## config.mk

```make
export PLATFORM = sky130hd
export DESIGN_NAME = pwm_input_duty_measure_confirm
export DESIGN_NICKNAME = d
export VERILOG_FILES = /design/src/hdl/pwmdm_pkg.sv /design/src/hdl/pwm_input_duty_measure_confirm.sv
export SDC_FILE = /design/constraint.sdc
export NUM_CORES = 1
export LEC_CHECK = 0
export BUFFER_PORTS_ARGS = -buffer_cell sky130_fd_sc_hd__clkbuf_2
export CORE_ASPECT_RATIO = 1.75
export CORE_UTILIZATION = 60
export CTS_BUF_LIST = sky130_fd_sc_hd__clkbuf_8
export DETAILED_ROUTE_END_ITERATION = 8
export GPL_TIMING_DRIVEN = 0
export PLACE_DENSITY_LB_ADDON = 0.12
export RECOVER_POWER = 100
export SYNTH_ARGS = -nofsm -noshare
export SYNTH_HDL_FRONTEND = slang
export SYNTH_SLANG_ARGS = --single-unit
```

## constraint.sdc

```tcl
create_clock -name clk_i -period 9.15 [get_ports clk_i]
set_input_delay 1.3725 -clock clk_i [delete_from_list [all_inputs] [get_ports clk_i]]
set_output_delay 1.3725 -clock clk_i [all_outputs]
set_load 0.02 [all_outputs]
```

## src/hdl/pwmdm_pkg.sv

```systemverilog
package pwmdm_pkg;

  // Defaults for the top-level parameters.
  localparam int unsigned CaptureBitsDef  = 14;
  localparam int unsigned OverflowBitsDef = 8;

  // Fixed field widths.
  localparam int unsigned PeriodW  = 23;
  localparam int unsigned DutyW    = 10;
  localparam int unsigned SecW     = 32;
  localparam int unsigned TosW     = 16;
  localparam int unsigned ErrW     = 10;
  localparam int unsigned TicksW   = 16;
  localparam int unsigned CfgDataW = 23;
  localparam int unsigned CfgIdxW  = 3;

  // Register reset values.
  localparam logic [PeriodW-1:0] MinPeriodRst   = 23'd2500;
  localparam logic [PeriodW-1:0] MaxPeriodRst   = 23'd125000;
  localparam logic               TimeoutEnRst   = 1'b1;
  localparam logic [TosW-1:0]    TimeoutSecRst  = 16'd2;
  localparam logic [ErrW-1:0]    ConfirmErrRst  = 10'd10;
  localparam logic [TicksW-1:0]  ConfirmTickRst = 16'd10;

  // Counts run at 1.5 MHz, so microseconds are count * 2 / 3.
  localparam logic [1:0] Div3Divisor = 2'd3;

  typedef enum logic [CfgIdxW-1:0] {
    REG_MIN_PERIOD   = 3'd0,
    REG_MAX_PERIOD   = 3'd1,
    REG_TIMEOUT_EN   = 3'd2,
    REG_TIMEOUT_SEC  = 3'd3,
    REG_CONFIRM_ERR  = 3'd4,
    REG_CONFIRM_TICK = 3'd5
  } cfg_idx_e;

  typedef enum logic [1:0] {
    KIND_RISE = 2'd0,
    KIND_FALL = 2'd1,
    KIND_OVF  = 2'd2,
    KIND_TICK = 2'd3
  } kind_e;

endpackage

```

## src/hdl/pwm_input_duty_measure_confirm.sv

```systemverilog
// Channel   Direction  Handshake              Payload
// request   in         in_valid_i/in_stall_o  kind_i, capture_count_i, now_seconds_i
// result    out        out_valid_o/out_stall_i duty_permille_o, confirmed_duty_o,
//                                             period_us_o, offline_o
// config    in         cfg_we_i               cfg_idx_i, cfg_data_i
//
// The block works on one request at a time, and each request gives exactly one result.
// A rising edge passes the divide by three, the period sum, the range check and the duty
// divider, which is skipped when the period is rejected; a falling edge only the divide
// by three; a tick the timeout check (unless it is off) and the filter; an overflow none.
// The divide by three takes one count bit per cycle and the duty divider one quotient bit.
// Reset clears all state and loads the register defaults. A stalled result holds in the
// output register while the next request is already accepted.
module pwm_input_duty_measure_confirm #(
  parameter int unsigned CAPTURE_BITS  = pwmdm_pkg::CaptureBitsDef,
  parameter int unsigned OVERFLOW_BITS = pwmdm_pkg::OverflowBitsDef
) (
  input  logic                           clk_i,
  input  logic                           rst_ni,
  // Request channel.
  input  logic                           in_valid_i,
  output logic                           in_stall_o,
  input  logic [1:0]                     kind_i,
  input  logic [CAPTURE_BITS-1:0]        capture_count_i,
  input  logic [pwmdm_pkg::SecW-1:0]     now_seconds_i,
  // Result channel.
  output logic                           out_valid_o,
  input  logic                           out_stall_i,
  output logic [pwmdm_pkg::DutyW-1:0]    duty_permille_o,
  output logic [pwmdm_pkg::DutyW-1:0]    confirmed_duty_o,
  output logic [pwmdm_pkg::PeriodW-1:0]  period_us_o,
  output logic                           offline_o,
  // Configuration write port.
  input  logic                           cfg_we_i,
  input  logic [pwmdm_pkg::CfgIdxW-1:0]  cfg_idx_i,
  input  logic [pwmdm_pkg::CfgDataW-1:0] cfg_data_i
);

  // Raw count with overflows folded in, and the time derived from it.
  localparam int unsigned CntW  = CAPTURE_BITS + OVERFLOW_BITS;
  // Period is the sum of two times.
  localparam int unsigned PerW  = CntW + 1;
  // Width in which the period is compared against the 23-bit bounds.
  localparam int unsigned CmpW  = (PerW > pwmdm_pkg::PeriodW) ? PerW : pwmdm_pkg::PeriodW;
  // The dividend of the divide by three is count * 2.
  localparam int unsigned D3W   = CntW + 1;
  // Duty numerator high * 1000 and the divisor period << (DutyW - 1).
  localparam int unsigned DivW  = PerW + pwmdm_pkg::DutyW - 1;
  localparam int unsigned StepW = $clog2(D3W + 1);

  typedef enum logic [2:0] {
    S_IDLE,
    S_DIV3,
    S_PERIOD,
    S_RANGE,
    S_DUTY,
    S_TIMEOUT,
    S_CONFIRM,
    S_DONE
  } state_e;

  // Configuration registers.
  logic [pwmdm_pkg::PeriodW-1:0] min_period_q;
  logic [pwmdm_pkg::PeriodW-1:0] max_period_q;
  logic                          timeout_en_q;
  logic [pwmdm_pkg::TosW-1:0]    timeout_sec_q;
  logic [pwmdm_pkg::ErrW-1:0]    confirm_err_q;
  logic [pwmdm_pkg::TicksW-1:0]  confirm_ticks_q;

  // Measurement and filter state.
  state_e                        state_q;
  pwmdm_pkg::kind_e              kind_q;
  logic [pwmdm_pkg::SecW-1:0]    now_q;
  logic [OVERFLOW_BITS-1:0]      ovf_q;
  logic [CntW-1:0]               high_q;
  logic [PerW-1:0]               period_q;
  logic [pwmdm_pkg::DutyW-1:0]   duty_q;
  logic [pwmdm_pkg::SecW-1:0]    last_edge_q;
  logic                          offline_q;
  logic [pwmdm_pkg::DutyW-1:0]   cand_q;
  logic [pwmdm_pkg::TicksW-1:0]  stable_q;
  logic [pwmdm_pkg::DutyW-1:0]   accepted_q;

  // Serial datapath.
  logic [StepW-1:0]              step_q;
  logic [D3W-1:0]                sh_q;
  logic [1:0]                    rem3_q;
  logic [DivW-1:0]               rem_q;
  logic [DivW-1:0]               dvs_q;
  logic [pwmdm_pkg::DutyW-1:0]   quot_q;

  // Output register.
  logic                          out_valid_q;
  logic [pwmdm_pkg::DutyW-1:0]   out_duty_q;
  logic [pwmdm_pkg::DutyW-1:0]   out_conf_q;
  logic [pwmdm_pkg::PeriodW-1:0] out_period_q;
  logic                          out_offline_q;

  logic                          in_accept;
  logic                          out_free;
  logic [CntW-1:0]               edge_cnt;
  logic [2:0]                    r3;
  logic                          q3;
  logic [1:0]                    r3_next;
  logic [PerW-1:0]               period_sum;
  logic [CmpW-1:0]               period_ext;
  logic [CmpW-1:0]               min_ext;
  logic [CmpW-1:0]               max_ext;
  logic                          period_ok;
  logic [DivW-1:0]               numerator;
  logic                          div_ge;
  logic [pwmdm_pkg::SecW:0]      age;
  logic                          expired;
  logic [pwmdm_pkg::DutyW-1:0]   duty_diff;
  logic [pwmdm_pkg::TicksW:0]    stable_inc;

  assign in_stall_o = (state_q != S_IDLE);
  assign in_accept  = in_valid_i && !in_stall_o;
  assign out_free   = !out_valid_q || !out_stall_i;

  // Pending overflows each stand for one full counter span.
  assign edge_cnt = CntW'(capture_count_i)
                  + (CntW'(ovf_q) << CAPTURE_BITS) - CntW'(ovf_q);

  // One bit of the divide by three: the remainder stays below three.
  assign r3      = {rem3_q, sh_q[D3W-1]};
  assign q3      = (r3 >= {1'b0, pwmdm_pkg::Div3Divisor});
  assign r3_next = q3 ? 2'(r3 - {1'b0, pwmdm_pkg::Div3Divisor}) : r3[1:0];

  assign period_sum = PerW'(high_q) + PerW'(sh_q[CntW-1:0]);
  assign period_ext = CmpW'(period_q);
  assign min_ext    = CmpW'(min_period_q);
  assign max_ext    = CmpW'(max_period_q);
  assign period_ok  = (period_ext >= min_ext) && (period_ext <= max_ext)
                   && (period_q != '0);

  // high * 1000 as high * (1024 - 16 - 8).
  assign numerator = (DivW'(high_q) << 10) - (DivW'(high_q) << 4) - (DivW'(high_q) << 3);
  assign div_ge    = (rem_q >= dvs_q);

  // A borrow means the clock went backwards, which also counts as expired.
  assign age     = {1'b0, now_q} - {1'b0, last_edge_q};
  assign expired = age[pwmdm_pkg::SecW]
                || (age[pwmdm_pkg::SecW-1:0] > pwmdm_pkg::SecW'(timeout_sec_q));

  assign duty_diff  = (duty_q > cand_q) ? (duty_q - cand_q) : (cand_q - duty_q);
  assign stable_inc = {1'b0, stable_q} + 1'b1;

  always_ff @(posedge clk_i or negedge rst_ni) begin
    if (!rst_ni) begin
      min_period_q    <= pwmdm_pkg::MinPeriodRst;
      max_period_q    <= pwmdm_pkg::MaxPeriodRst;
      timeout_en_q    <= pwmdm_pkg::TimeoutEnRst;
      timeout_sec_q   <= pwmdm_pkg::TimeoutSecRst;
      confirm_err_q   <= pwmdm_pkg::ConfirmErrRst;
      confirm_ticks_q <= pwmdm_pkg::ConfirmTickRst;
    end else if (cfg_we_i) begin
      unique case (pwmdm_pkg::cfg_idx_e'(cfg_idx_i))
        pwmdm_pkg::REG_MIN_PERIOD:   min_period_q    <= cfg_data_i;
        pwmdm_pkg::REG_MAX_PERIOD:   max_period_q    <= cfg_data_i;
        pwmdm_pkg::REG_TIMEOUT_EN:   timeout_en_q    <= cfg_data_i[0];
        pwmdm_pkg::REG_TIMEOUT_SEC:  timeout_sec_q   <= cfg_data_i[pwmdm_pkg::TosW-1:0];
        pwmdm_pkg::REG_CONFIRM_ERR:  confirm_err_q   <= cfg_data_i[pwmdm_pkg::ErrW-1:0];
        pwmdm_pkg::REG_CONFIRM_TICK: confirm_ticks_q <= cfg_data_i[pwmdm_pkg::TicksW-1:0];
        default: ;
      endcase
    end
  end

  // Sequencer with the measurement state and the output register.
  always_ff @(posedge clk_i or negedge rst_ni) begin
    if (!rst_ni) begin
      state_q       <= S_IDLE;
      kind_q        <= pwmdm_pkg::KIND_RISE;
      now_q         <= '0;
      ovf_q         <= '0;
      high_q        <= '0;
      period_q      <= '0;
      duty_q        <= '0;
      last_edge_q   <= '0;
      offline_q     <= 1'b0;
      cand_q        <= '0;
      stable_q      <= '0;
      accepted_q    <= '0;
      step_q        <= '0;
      sh_q          <= '0;
      rem3_q        <= '0;
      rem_q         <= '0;
      dvs_q         <= '0;
      quot_q        <= '0;
      out_valid_q   <= 1'b0;
      out_duty_q    <= '0;
      out_conf_q    <= '0;
      out_period_q  <= '0;
      out_offline_q <= 1'b0;
    end else begin
      // A taken result empties the output register unless a new one is loaded now.
      if (out_valid_q && !out_stall_i && (state_q != S_DONE)) begin
        out_valid_q <= 1'b0;
      end
      unique case (state_q)
        S_IDLE: begin
          if (in_accept) begin
            kind_q <= pwmdm_pkg::kind_e'(kind_i);
            now_q  <= now_seconds_i;
            unique case (pwmdm_pkg::kind_e'(kind_i))
              pwmdm_pkg::KIND_RISE, pwmdm_pkg::KIND_FALL: begin
                sh_q    <= {edge_cnt, 1'b0};
                rem3_q  <= '0;
                step_q  <= '0;
                ovf_q   <= '0;
                state_q <= S_DIV3;
              end
              pwmdm_pkg::KIND_OVF: begin
                if (ovf_q != '1) begin
                  ovf_q <= ovf_q + 1'b1;
                end
                state_q <= S_DONE;
              end
              pwmdm_pkg::KIND_TICK: begin
                state_q <= timeout_en_q ? S_TIMEOUT : S_CONFIRM;
              end
              default: state_q <= S_DONE;
            endcase
          end
        end
        S_DIV3: begin
          // Dividend bits leave at the top while quotient bits enter below.
          sh_q   <= {sh_q[D3W-2:0], q3};
          rem3_q <= r3_next;
          step_q <= step_q + 1'b1;
          if (step_q == StepW'(D3W - 1)) begin
            state_q <= S_PERIOD;
          end
        end
        S_PERIOD: begin
          if (kind_q == pwmdm_pkg::KIND_FALL) begin
            high_q  <= sh_q[CntW-1:0];
            state_q <= S_DONE;
          end else begin
            period_q <= period_sum;
            state_q  <= S_RANGE;
          end
        end
        S_RANGE: begin
          if (period_ok) begin
            last_edge_q <= now_q;
            rem_q       <= numerator;
            dvs_q       <= DivW'(period_q) << (pwmdm_pkg::DutyW - 1);
            quot_q      <= '0;
            step_q      <= '0;
            state_q     <= S_DUTY;
          end else begin
            duty_q  <= '0;
            state_q <= S_DONE;
          end
        end
        S_DUTY: begin
          // Restoring division; high never exceeds the period, so ten bits suffice.
          if (div_ge) begin
            rem_q <= rem_q - dvs_q;
          end
          dvs_q  <= dvs_q >> 1;
          quot_q <= {quot_q[pwmdm_pkg::DutyW-2:0], div_ge};
          step_q <= step_q + 1'b1;
          if (step_q == StepW'(pwmdm_pkg::DutyW - 1)) begin
            duty_q  <= {quot_q[pwmdm_pkg::DutyW-2:0], div_ge};
            state_q <= S_DONE;
          end
        end
        S_TIMEOUT: begin
          if (expired) begin
            duty_q      <= '0;
            high_q      <= '0;
            period_q    <= '0;
            ovf_q       <= '0;
            last_edge_q <= '0;
            offline_q   <= 1'b1;
          end else begin
            offline_q <= 1'b0;
          end
          state_q <= S_CONFIRM;
        end
        S_CONFIRM: begin
          if (duty_diff > confirm_err_q) begin
            stable_q <= '0;
            cand_q   <= duty_q;
          end else if (stable_inc >= {1'b0, confirm_ticks_q}) begin
            accepted_q <= cand_q;
            stable_q   <= '0;
          end else begin
            stable_q <= stable_inc[pwmdm_pkg::TicksW-1:0];
          end
          state_q <= S_DONE;
        end
        S_DONE: begin
          if (out_free) begin
            out_valid_q   <= 1'b1;
            out_duty_q    <= duty_q;
            out_conf_q    <= accepted_q;
            out_period_q  <= period_ext[pwmdm_pkg::PeriodW-1:0];
            out_offline_q <= offline_q;
            state_q       <= S_IDLE;
          end
        end
        default: state_q <= S_IDLE;
      endcase
    end
  end

  assign out_valid_o      = out_valid_q;
  assign duty_permille_o  = out_duty_q;
  assign confirmed_duty_o = out_conf_q;
  assign period_us_o      = out_period_q;
  assign offline_o        = out_offline_q;

  // An accepted request always keeps the block busy in the next cycle.
  a_accept_busy: assert property (@(posedge clk_i) disable iff (!rst_ni)
    in_accept |=> in_stall_o)
    else $error("request accepted but block not busy");

  // A new result appears only after the sequencer finished a request.
  a_result_from_done: assert property (@(posedge clk_i) disable iff (!rst_ni)
    (out_valid_o && !$past(out_valid_o)) |-> $past(state_q == S_DONE))
    else $error("result shown without a finished request");

  // The confirmed duty only moves in the confirmation step.
  a_accept_in_confirm: assert property (@(posedge clk_i) disable iff (!rst_ni)
    !$stable(accepted_q) |-> $past(state_q == S_CONFIRM))
    else $error("confirmed duty changed outside the filter step");

  // Measured duty never exceeds one thousand permille.
  a_duty_range: assert property (@(posedge clk_i) disable iff (!rst_ni)
    out_valid_o |-> (duty_permille_o <= 10'd1000) && (confirmed_duty_o <= 10'd1000))
    else $error("duty out of range");

endmodule

```

* After elaboration in Yosys (flattened, before gate mapping) *
Cells that the tools add are included.

word-level totals
  flip-flop bits (word level) = 406
  latch bits = 0
  memory bits (writable) = 0
  memory bits (read-only) = 0
  memories = 0

operators by class
  $add $sub $neg = 13
  multipliers = 0
  div/mod/pow operators = 0
  order comparisons = 8
  eq/ne operators = 33
  shift-type cells = 0
  muxes and demuxes = 52
  bitwise operators = 1
  reduce and logical (&&, ||, !) cells = 44

operator list
  cell                number
  $pmux 32 s2         3
  $mux 32             5
  $mux 23             4
  $pmux 23 s2         2
  $mux 22             2
  $pmux 22 s2         1
  $mux 10             4
  $sub 32x32->33      1
  $ge 32x32->1        1
  $gt 32x16->1        1
  $mux 16             2
  $pmux 8 s2          2
  $sub 32x25->32      1
  $sub 32x26->32      1
  $sub 32x32->32      1
  $pmux 10 s3         1
  $mux 8              3
  $pmux 3 s8          1
  $add 22x22->23      1
  $ge 23x23->1        1
  $le 23x23->1        1
  $reduce_bool 23->1  1
  $add 14x22->22      1
  $sub 22x8->22       1
  42 further kinds    109

* Logic depth before layout (Yosys ltp) *
Gate-level depths: netlist of the first run.

  word-level depth = 6
  mapped depth = 25
  mapped depth without buffers = 22

* Worst setup path after synthesis of the first run *
Ideal clock, no wire load.

  kind = register to register
  start = register duty_q[0] in the netlist's numbering
  end = register accepted_q[0] in the netlist's numbering
  arrival time = 4.923 ns
  data required time = 9.025 ns
  setup slack = 4.103 ns
  cell stages (with the launch flop) = 25
  clock period less this slack = 5.047 ns
  cell sequence = dfrtp_1 > inv_1 > ha_1 > inv_1 > fa_1 > a21o_1 > a21oi_1 > nor2_1 > o21ai_0 > a211oi_1 > nor2_1 > clkbuf_1 > mux2_2 > ha_1 > nor2b_1 > o21a_1 > o21a_1 > o21a_1 > o21a_1 > o21ai_0 > a211oi_1 > nor2_1 > a21boi_0 > buf_1 > mux2_2

on the way
  longest elaborated chain between the ends = 5
  elaborated cells between the ends (all ways) = 7
  classes of those cells = 2 x add/sub; 2 x order compare; 1 x mux; 1 x bitwise; 1 x reduce/logical

RTL lines
  element                                                line                                   source
  start, declared                                        pwm_input_duty_measure_confirm.sv:77   logic [pwmdm_pkg::DutyW-1:0] duty_q;
  start signal, assigned                                 pwm_input_duty_measure_confirm.sv:267  duty_q <= {quot_q[pwmdm_pkg::DutyW-2:0], div_ge};
  $sub 10x10->10 / $gt 10x10->1 (equally long branches)  pwm_input_duty_measure_confirm.sv:146  assign duty_diff = (duty_q > cand_q) ? (duty_q - cand_q) : (cand_q - duty_q);
  $mux 10 *                                              pwm_input_duty_measure_confirm.sv:146
  $gt 10x10->1 *                                         pwm_input_duty_measure_confirm.sv:285  if (duty_diff > confirm_err_q) begin
  $not 1->1 (no line) *                                  n/a
  $reduce_and 3->1 (no line) *                           n/a
  end signal, assigned                                   pwm_input_duty_measure_confirm.sv:289  accepted_q <= cand_q;
  end, declared                                          pwm_input_duty_measure_confirm.sv:82   logic [pwmdm_pkg::DutyW-1:0] accepted_q;

Mark *: on every way between the ends. The rest lies on a longest branch, timed or not.
A chain may end at the register's enable or synchronous reset.

* Worst setup path in the final report of the first run *
  start = register now_q[3] in the netlist's numbering
  end = register duty_q[7] in the netlist's numbering

on the way
  longest elaborated chain between the ends = 5

RTL lines
  element                       line                                   source
  start, declared               pwm_input_duty_measure_confirm.sv:73   logic [pwmdm_pkg::SecW-1:0] now_q;
  start signal, assigned        pwm_input_duty_measure_confirm.sv:205  now_q <= now_seconds_i;
  $sub 32x32->33 *              pwm_input_duty_measure_confirm.sv:142  assign age = {1'b0, now_q} - {1'b0, last_edge_q};
  $gt 32x16->1                  pwm_input_duty_measure_confirm.sv:144  || (age[pwmdm_pkg::SecW-1:0] > pwmdm_pkg::SecW'(timeout_sec_q));
  $logic_or 1x1->1 *            pwm_input_duty_measure_confirm.sv:144
  $ne 2x2->1 (no line) *        n/a
  $reduce_and 4->1 (no line) *  n/a

Marks and branches as above.

==> metrics, run 1 <==
Tot GR Track Use 0.330; Die ar. roughly 0.045 mm^2; dpl hpwl 56300 um; Layout Nets approximately 3.3k; fraction of layout cells with a size suffix above 1 0.110; vias in the first global route 22.8k; power share of the clock group 0.139; # resized after CTS 0; placed cell count roughly 3.5k; 1st-iter DRT viols around 1.1k; CTS tree yes; final wirelength roughly 72000 um; Setup Viol. Count Final 0; Sw Share 0.474; RSZ-0062 raised after global routing false; clock sinks approximately 400; Max Clock Skew around 0.032 ns; relative slew slack -1.53; Arrival @ worst endpoint roughly 7.3 ns; H-tree depth 2; switching pwr between 5 and 6 mW; Post-CTS Hold Buffers 0; drt via density 6.06; Int Power approximately 6.2 mW; leakage ~14 nW; first-pass detailed-route iteration total 5; starting density of the core 0.607; Synth area leaders dfrtp_1 (37%), ha_1 (12%), mux2_2 (5.1%); worst min-delay path class register to register; Max Buffers Root-to-Sink 3; DRC viols 0; Die H approximately 280 um; Async SR Flop Fraction 1.00; via count approximately 22k; num rows 101; Final period util 0.744; Synth Register Bits 406; commonest non-fill, non-tap cell in the layout dfrtp_1; Main synth FF type dfrtp_1; Tmin final 6.81 ns; Syn Nets around 3.1k; Syn Inst Count roughly 2.8k; RD Place Congestion a little over 0.9; post-layout util 0.665; Worst EP required between 9 and 10 ns; Layout area overhead 9.61%; fmax 147 MHz; CP max FO 10; CP Launch Type register; unique cell type count in the Yosys netlist 87; EDFF count, synth 0; Seq pwr share 0.239; Syn. warnings 0; outcome finished, violations left; sequential share of the synthesized area 0.387; WS Path Type register to register; port buffer count around 120; Synth top area share 0.369; clk root buf clkbuf_8; post-route ant nets 0; GRT overflow 0; core footprint 0.0433 mm^2; CTS buffer count 60; final hold vios 0; failing checks capacitance limit, slew limit; Final Slew Violations ~190; combinational share of power 0.623; most frequent cells in the layout dfrtp_1 (388), inv_1 (263), nand2_1 (254); Worst Tran Pin Value 3.79 ns; synthesized area between 0.02 and 0.03 mm^2; critical path capture point type register; Die X 160 um; Max VDD drop between 0.0004 and 0.0005 V; Clock Latency Late Sink 0.67 ns; first-pass GRT wire length 117000 um; initial antenna violation count 2; I/O Pins approximately 130; max cap viols 2; average wire per standard cell roughly 20 um; Final Non-Filler Cells roughly 3.6k; PwrDens 410 mW/mm^2; Synth Area per Inst 9.47 um^2; CTS clk-pin slew, worst paths roughly 0.07 ns; largest net degree at the start of global routing about 120; Setup Fix Bufs, Post-CTS 0; area leader, netlist dfrtp_1
power by group through the flow:
stage	registers, mW	clock network [mW]	logic, mW
floorplan	2.67	0	5.55
global placement	2.83	0	7.17
detailed placement	2.84	0	7.38
CTS	2.81	1.67	7.42
global route	2.87	1.74	8.19
finish	2.82	1.64	7.36
area by class of cell:
cell class	count	area (um^2)
Inverter	245	920
Buffer	109	423
Timing Repair Buffer	126	637
Clock inverter	36	293
Sequential cell	406	10200
Clock buffer	77	1060
Antenna cell	2	5.00
Multi-Input combinational cell	2017	14600
Fill cell	3656	14500
Tap cell	566	708
state kept, by name (all words and copies together) (netlist names), 3 cells and up:
register,count
max_ext,23
min_ext,23
confirmed_duty_o,10
timeout_sec_q,16
rem_q,32
duty_q,10
period_ext,23
now_q,32
step_q,5
state_q,3
quot_q,9
period_us_o,23
sh_q,23
cand_q,10
confirm_err_q,10
stable_q,16
ovf_q,8
last_edge_q,32
accepted_q,10
dvs_q,32
confirm_ticks_q,16
high_q,22
duty_permille_o,10
worst paths after layout:
check / to / slack, ns / from / depth (start not counted)
max reg2reg: duty_q[7]$_DFFE_PN0P_ / 2.34 / now_q[3]$_DFFE_PN0P_ / 20
max in group asynchronous: sh_q[4]$_DFFE_PN0P_ / 2.76 / rst_ni / 4
max: duty_q[7]$_DFFE_PN0P_ / 2.34 / now_q[3]$_DFFE_PN0P_ / 20
min reg2reg: quot_q[1]$_DFFE_PN0P_ / 0.47 / quot_q[1]$_DFFE_PN0P_ / 1
min in group asynchronous: accepted_q[9]$_DFFE_PN0P_ / 2.01 / rst_ni / 1
min: quot_q[1]$_DFFE_PN0P_ / 0.47 / quot_q[1]$_DFFE_PN0P_ / 1
metrics by stage:
stage	area, um^2	setup WS (ns)	hold WS (ns)	power [mW]	setup TNS (ns)
6_report	28800	2.34	0.471	11.8	0
4_1_cts	29100	3.04	0.472	11.9	0
5_1_grt	28800	1.54	0.487	12.8	0
3_3_place_gp	27600	-2.13	0.450	10.0	-794.00
3_5_place_dp	27700	3.08	0.457	10.2	0
2_1_floorplan	26300	4.10	0.441	8.22	0
critical path: stages (launching register included):
cell and delay, ns:
dfrtp_1 0.44, ha_1 0.36, o21a_1 0.13, o31a_1 0.17
o31a_1 0.24, nor2_1 0.06, o21ai_0 0.35, a31oi_1 0.23
o21ai_0 0.28, xor2_1 0.30, ha_1 0.31, nand4_1 0.11
or2_2 0.15, o22ai_1 0.09, a2111oi_0 0.79, o221ai_1 0.24
a2111oi_0 0.45, nand4_1 0.41, o21bai_1 0.65, clkbuf_1 0.54
mux2_1 0.39
logic make-up (layout without fill, tap and decap cells):
kind of cell	Yosys count	in the layout	share of synthesized area
DFF	406	406	0.387
muxes	165	165	0.0702
adders and majority gates	264	264	0.132
xor gates and xnor gates	110	110	0.0366
other	0	2	0
AOI/OAI and AO/OA	805	805	0.199
and+or+nand+nor	673	673	0.122
buffers and inverters	354	593	0.0535
layer usage:
layer	global-route usage	up-vias	wire length, um
li1	-	10288	-
met1	0.350	10617	26200
met2	0.607	563	37800
met3	0.0408	252	2870
met4	0.219	2	5320
met5	0	-	17
cells in the mapped netlist, drive strengths merged, types with 6 or more instances:
master	number
a21oi	192
nor3	49
inv	245
o21bai	20
o211ai	16
o21a	33
nor4	9
nand3	52
xnor2	63
a21boi	8
a211oi	24
a211o	11
mux2i	36
or3	20
xor2	47
a2111oi	7
a31oi	22
and4	9
fa	21
a22oi	6
o2bb2ai	7
nand4	39
o21ai	222
nor2	130
dfrtp	388
nand2b	23
dfstp	18
nor2b	27
a221oi	7
o31a	8
ha	243
o22ai	37
nand2	254
a22o	57
and2	17
clkbuf	85
o31ai	12
mux2	129
and3	18
buf	24
a21o	84
Power figures use the tool's default switching activity.
==> inputs of run 2 (changes only) <==
clock period = 6.3 ns   (was 9.15 ns; I/O delays follow)
==> metrics, run 2 (synthesis gave the netlist of run 1 again) <==
outcome finished, violations left; failing checks capacitance limit, slew limit; port buffer count between 100 and 150; Max VDD drop between 0.0007 and 0.0008 V; FF-to-FF setup slack between 0.3 and 0.4 ns; Die H 279 um; Final Slew Violations between 200 and 250; Layout Nets 3308; final hold vios 0; Setup Viol. Count Final 0; Sw Share 0.474; average wire per standard cell ~20 um; fmax roughly 170 MHz; fraction of layout cells with a size suffix above 1 0.116; Worst Tran Pin Value roughly 3.8 ns; Final Non-Filler Cells roughly 3.6k; Seq pwr share 0.238; Multi-input gate area between 0.01 and 0.015 mm^2; DRC viols 0; 1st-iter DRT viols about 1.2k; switching pwr around 8.2 mW; CTS clk-pin slew, worst paths 0.07 ns; Critical Path Source now_q[3]$_DFFE_PN0P_; Clock Latency Late Sink 0.67 ns; first-pass GRT wire length approximately 120000 um; Die X between 150 and 200 um; Max Buffers Root-to-Sink 3; Max Clock Skew 0.0329 ns; Int Power 9.06 mW; starting density of the core 0.607; first-pass detailed-route iteration total 5; CP max FO 10; CTS tree yes; via count about 22k; final wirelength slightly above 70000 um; combinational share of power 0.624; WS Path Type register to register; commonest non-fill, non-tap cell in the layout dfrtp_1; Tot GR Track Use 0.330; register area approximately 0.01 mm^2; RSZ-0062 raised after global routing false; clock sinks around 400; initial antenna violation count 2; clk root buf clkbuf_8; Fillers 3639; Reg2Reg Depth 20; critical path capture point type register; RD Place Congestion ~0.9; CP Launch Type register; drt via density 6.07; finished layout cell area approximately 0.029 mm^2; dpl hpwl ~56000 um; GRT overflow 0; Critical Path Slowest Stage Cell o21bai_1; Die ar. 0.0447 mm^2; most frequent cells in the layout dfrtp_1 (388), inv_1 (263), nand2_1 (254); Buf/Inv on CP 1; post-route ant nets 0; I/O Pins ~130; placed cell count around 3.5k; relative slew slack -1.52; leakage roughly 14 nW; num rows 101; critical path depth 20; origin of the critical flop-to-flop path now_q[3]$_DFFE_PN0P_; Setup Fix Bufs, Post-CTS 0; power share of the clock group 0.138; Arrival @ worst endpoint roughly 6.5 ns; Layout area overhead 9.87%; crit path cell chain ha_1, o21a_1, o31a_1, o31a_1, nor2_1, o21ai_0, a31oi_1, o21ai_0, xor2_1, ha_1, nand4_1, or2_2, o22ai_1, a2111oi_2, o221ai_1, a2111oi_4, nand4_4, o21bai_1, buf_6, mux2_1; Tmin final ~5.9 ns; Crit path max-delay family compound AO/OA/AOI/OAI gates; largest net degree at the start of global routing between 100 and 150; Worst EP required approximately 7 ns; H-tree depth 2; worst min-delay path class register to register; PwrDens slightly below 600 mW/mm^2; max incr delay on CP ~0.60 ns; end point of the critical path duty_q[0]$_DFFE_PN0P_; hold slack roughly 0.47 ns; reg2reg end duty_q[0]$_DFFE_PN0P_; max cap viols 3; vias in the first global route 22.8k; Final period util 0.943; core footprint 0.0433 mm^2; placed cell area around 0.028 mm^2; CTS buffer count 60
[run 2: cell count changes in the layout (fill, tap and decap cells not counted), sizes merged]
| cell | previous run | this run |
|---|---|---|
| clkbuf | 303 | 300 |
| buf | 9 | 12 |
[run 2: timing repair]
| item | in CTS | in global routing |
|---|---|---|
| gates resized for setup | 0 | 4 |
| endpoints found under the hold margin | 0 | 0 |
| endpoints found under the setup margin | 0 | 23 |
| hold buffers | 0 | 0 |
[run 2: power by group through the flow]
stage | clock [mW] | combinational [mW] | sequential, mW
2_1_floorplan | 0 | 8.06 | 3.87
3_3_place_gp | 0 | 10.4 | 4.11
3_5_place_dp | 0 | 10.7 | 4.13
4_1_cts | 2.42 | 10.8 | 4.09
5_1_grt | 2.52 | 12.0 | 4.16
6_report | 2.38 | 10.8 | 4.10
[run 2: per-stage QoR]
step                TNS [ns]  worst slack, ns  total power, mW  utilization
floorplan                  0             1.25             11.9            -
global placement    -1763.09            -4.55             14.5        0.637
detailed placement         0            0.232             14.8        0.640
CTS                        0            0.192             17.3        0.671
global route               0           0.0392             18.7        0.666
finish                     0            0.362             17.2        0.667
[run 2: final cells by class]
cell class,count,area share
clock buffers,77,0.0367
well taps,566,0.0245
flip-flops and latches,406,0.352
repair buffers,126,0.0213
inverters,245,0.0318
clock inverters,36,0.0101
diodes,2,0.000173
plain buffers,109,0.0156
multi-input cells,2017,0.507
[run 2: worst min path at each step]
stage / cells past startpoint / endpoint / slack (ns) / from
3_5_place_dp: 1 / quot_q[1]$_DFFE_PN0P_ / 0.46 / quot_q[1]$_DFFE_PN0P_
5_1_grt: 1 / quot_q[5]$_DFFE_PN0P_ / 0.49 / quot_q[5]$_DFFE_PN0P_
6_report: 1 / quot_q[0]$_DFFE_PN0P_ / 0.47 / quot_q[0]$_DFFE_PN0P_
3_3_place_gp: 1 / quot_q[1]$_DFFE_PN0P_ / 0.45 / quot_q[1]$_DFFE_PN0P_
4_1_cts: 1 / confirmed_duty_o[3]$_DFFE_PN0P_ / 0.29 / rst_ni
2_1_floorplan: 1 / quot_q[1]$_DFFE_PN0P_ / 0.44 / quot_q[1]$_DFFE_PN0P_
[run 2: routing by layer]
metal	global-route usage	routed length [um]	vias up
met2	0.607	37800	525
met5	0	17	-
met4	0.219	5280	2
met1	0.350	26400	10684
li1	-	-	10279
met3	0.0408	2690	253
[run 2: worst register-to-register path: cells and delay by family (launching register included)]
kind	cells	cell delay (ns)
flops	1	0.45
fa+ha+maj	2	0.68
buf+inv	1	0.27
mux	1	0.33
compound gates	11	3.27
xor+xnor	1	0.30
simple gates	4	0.54
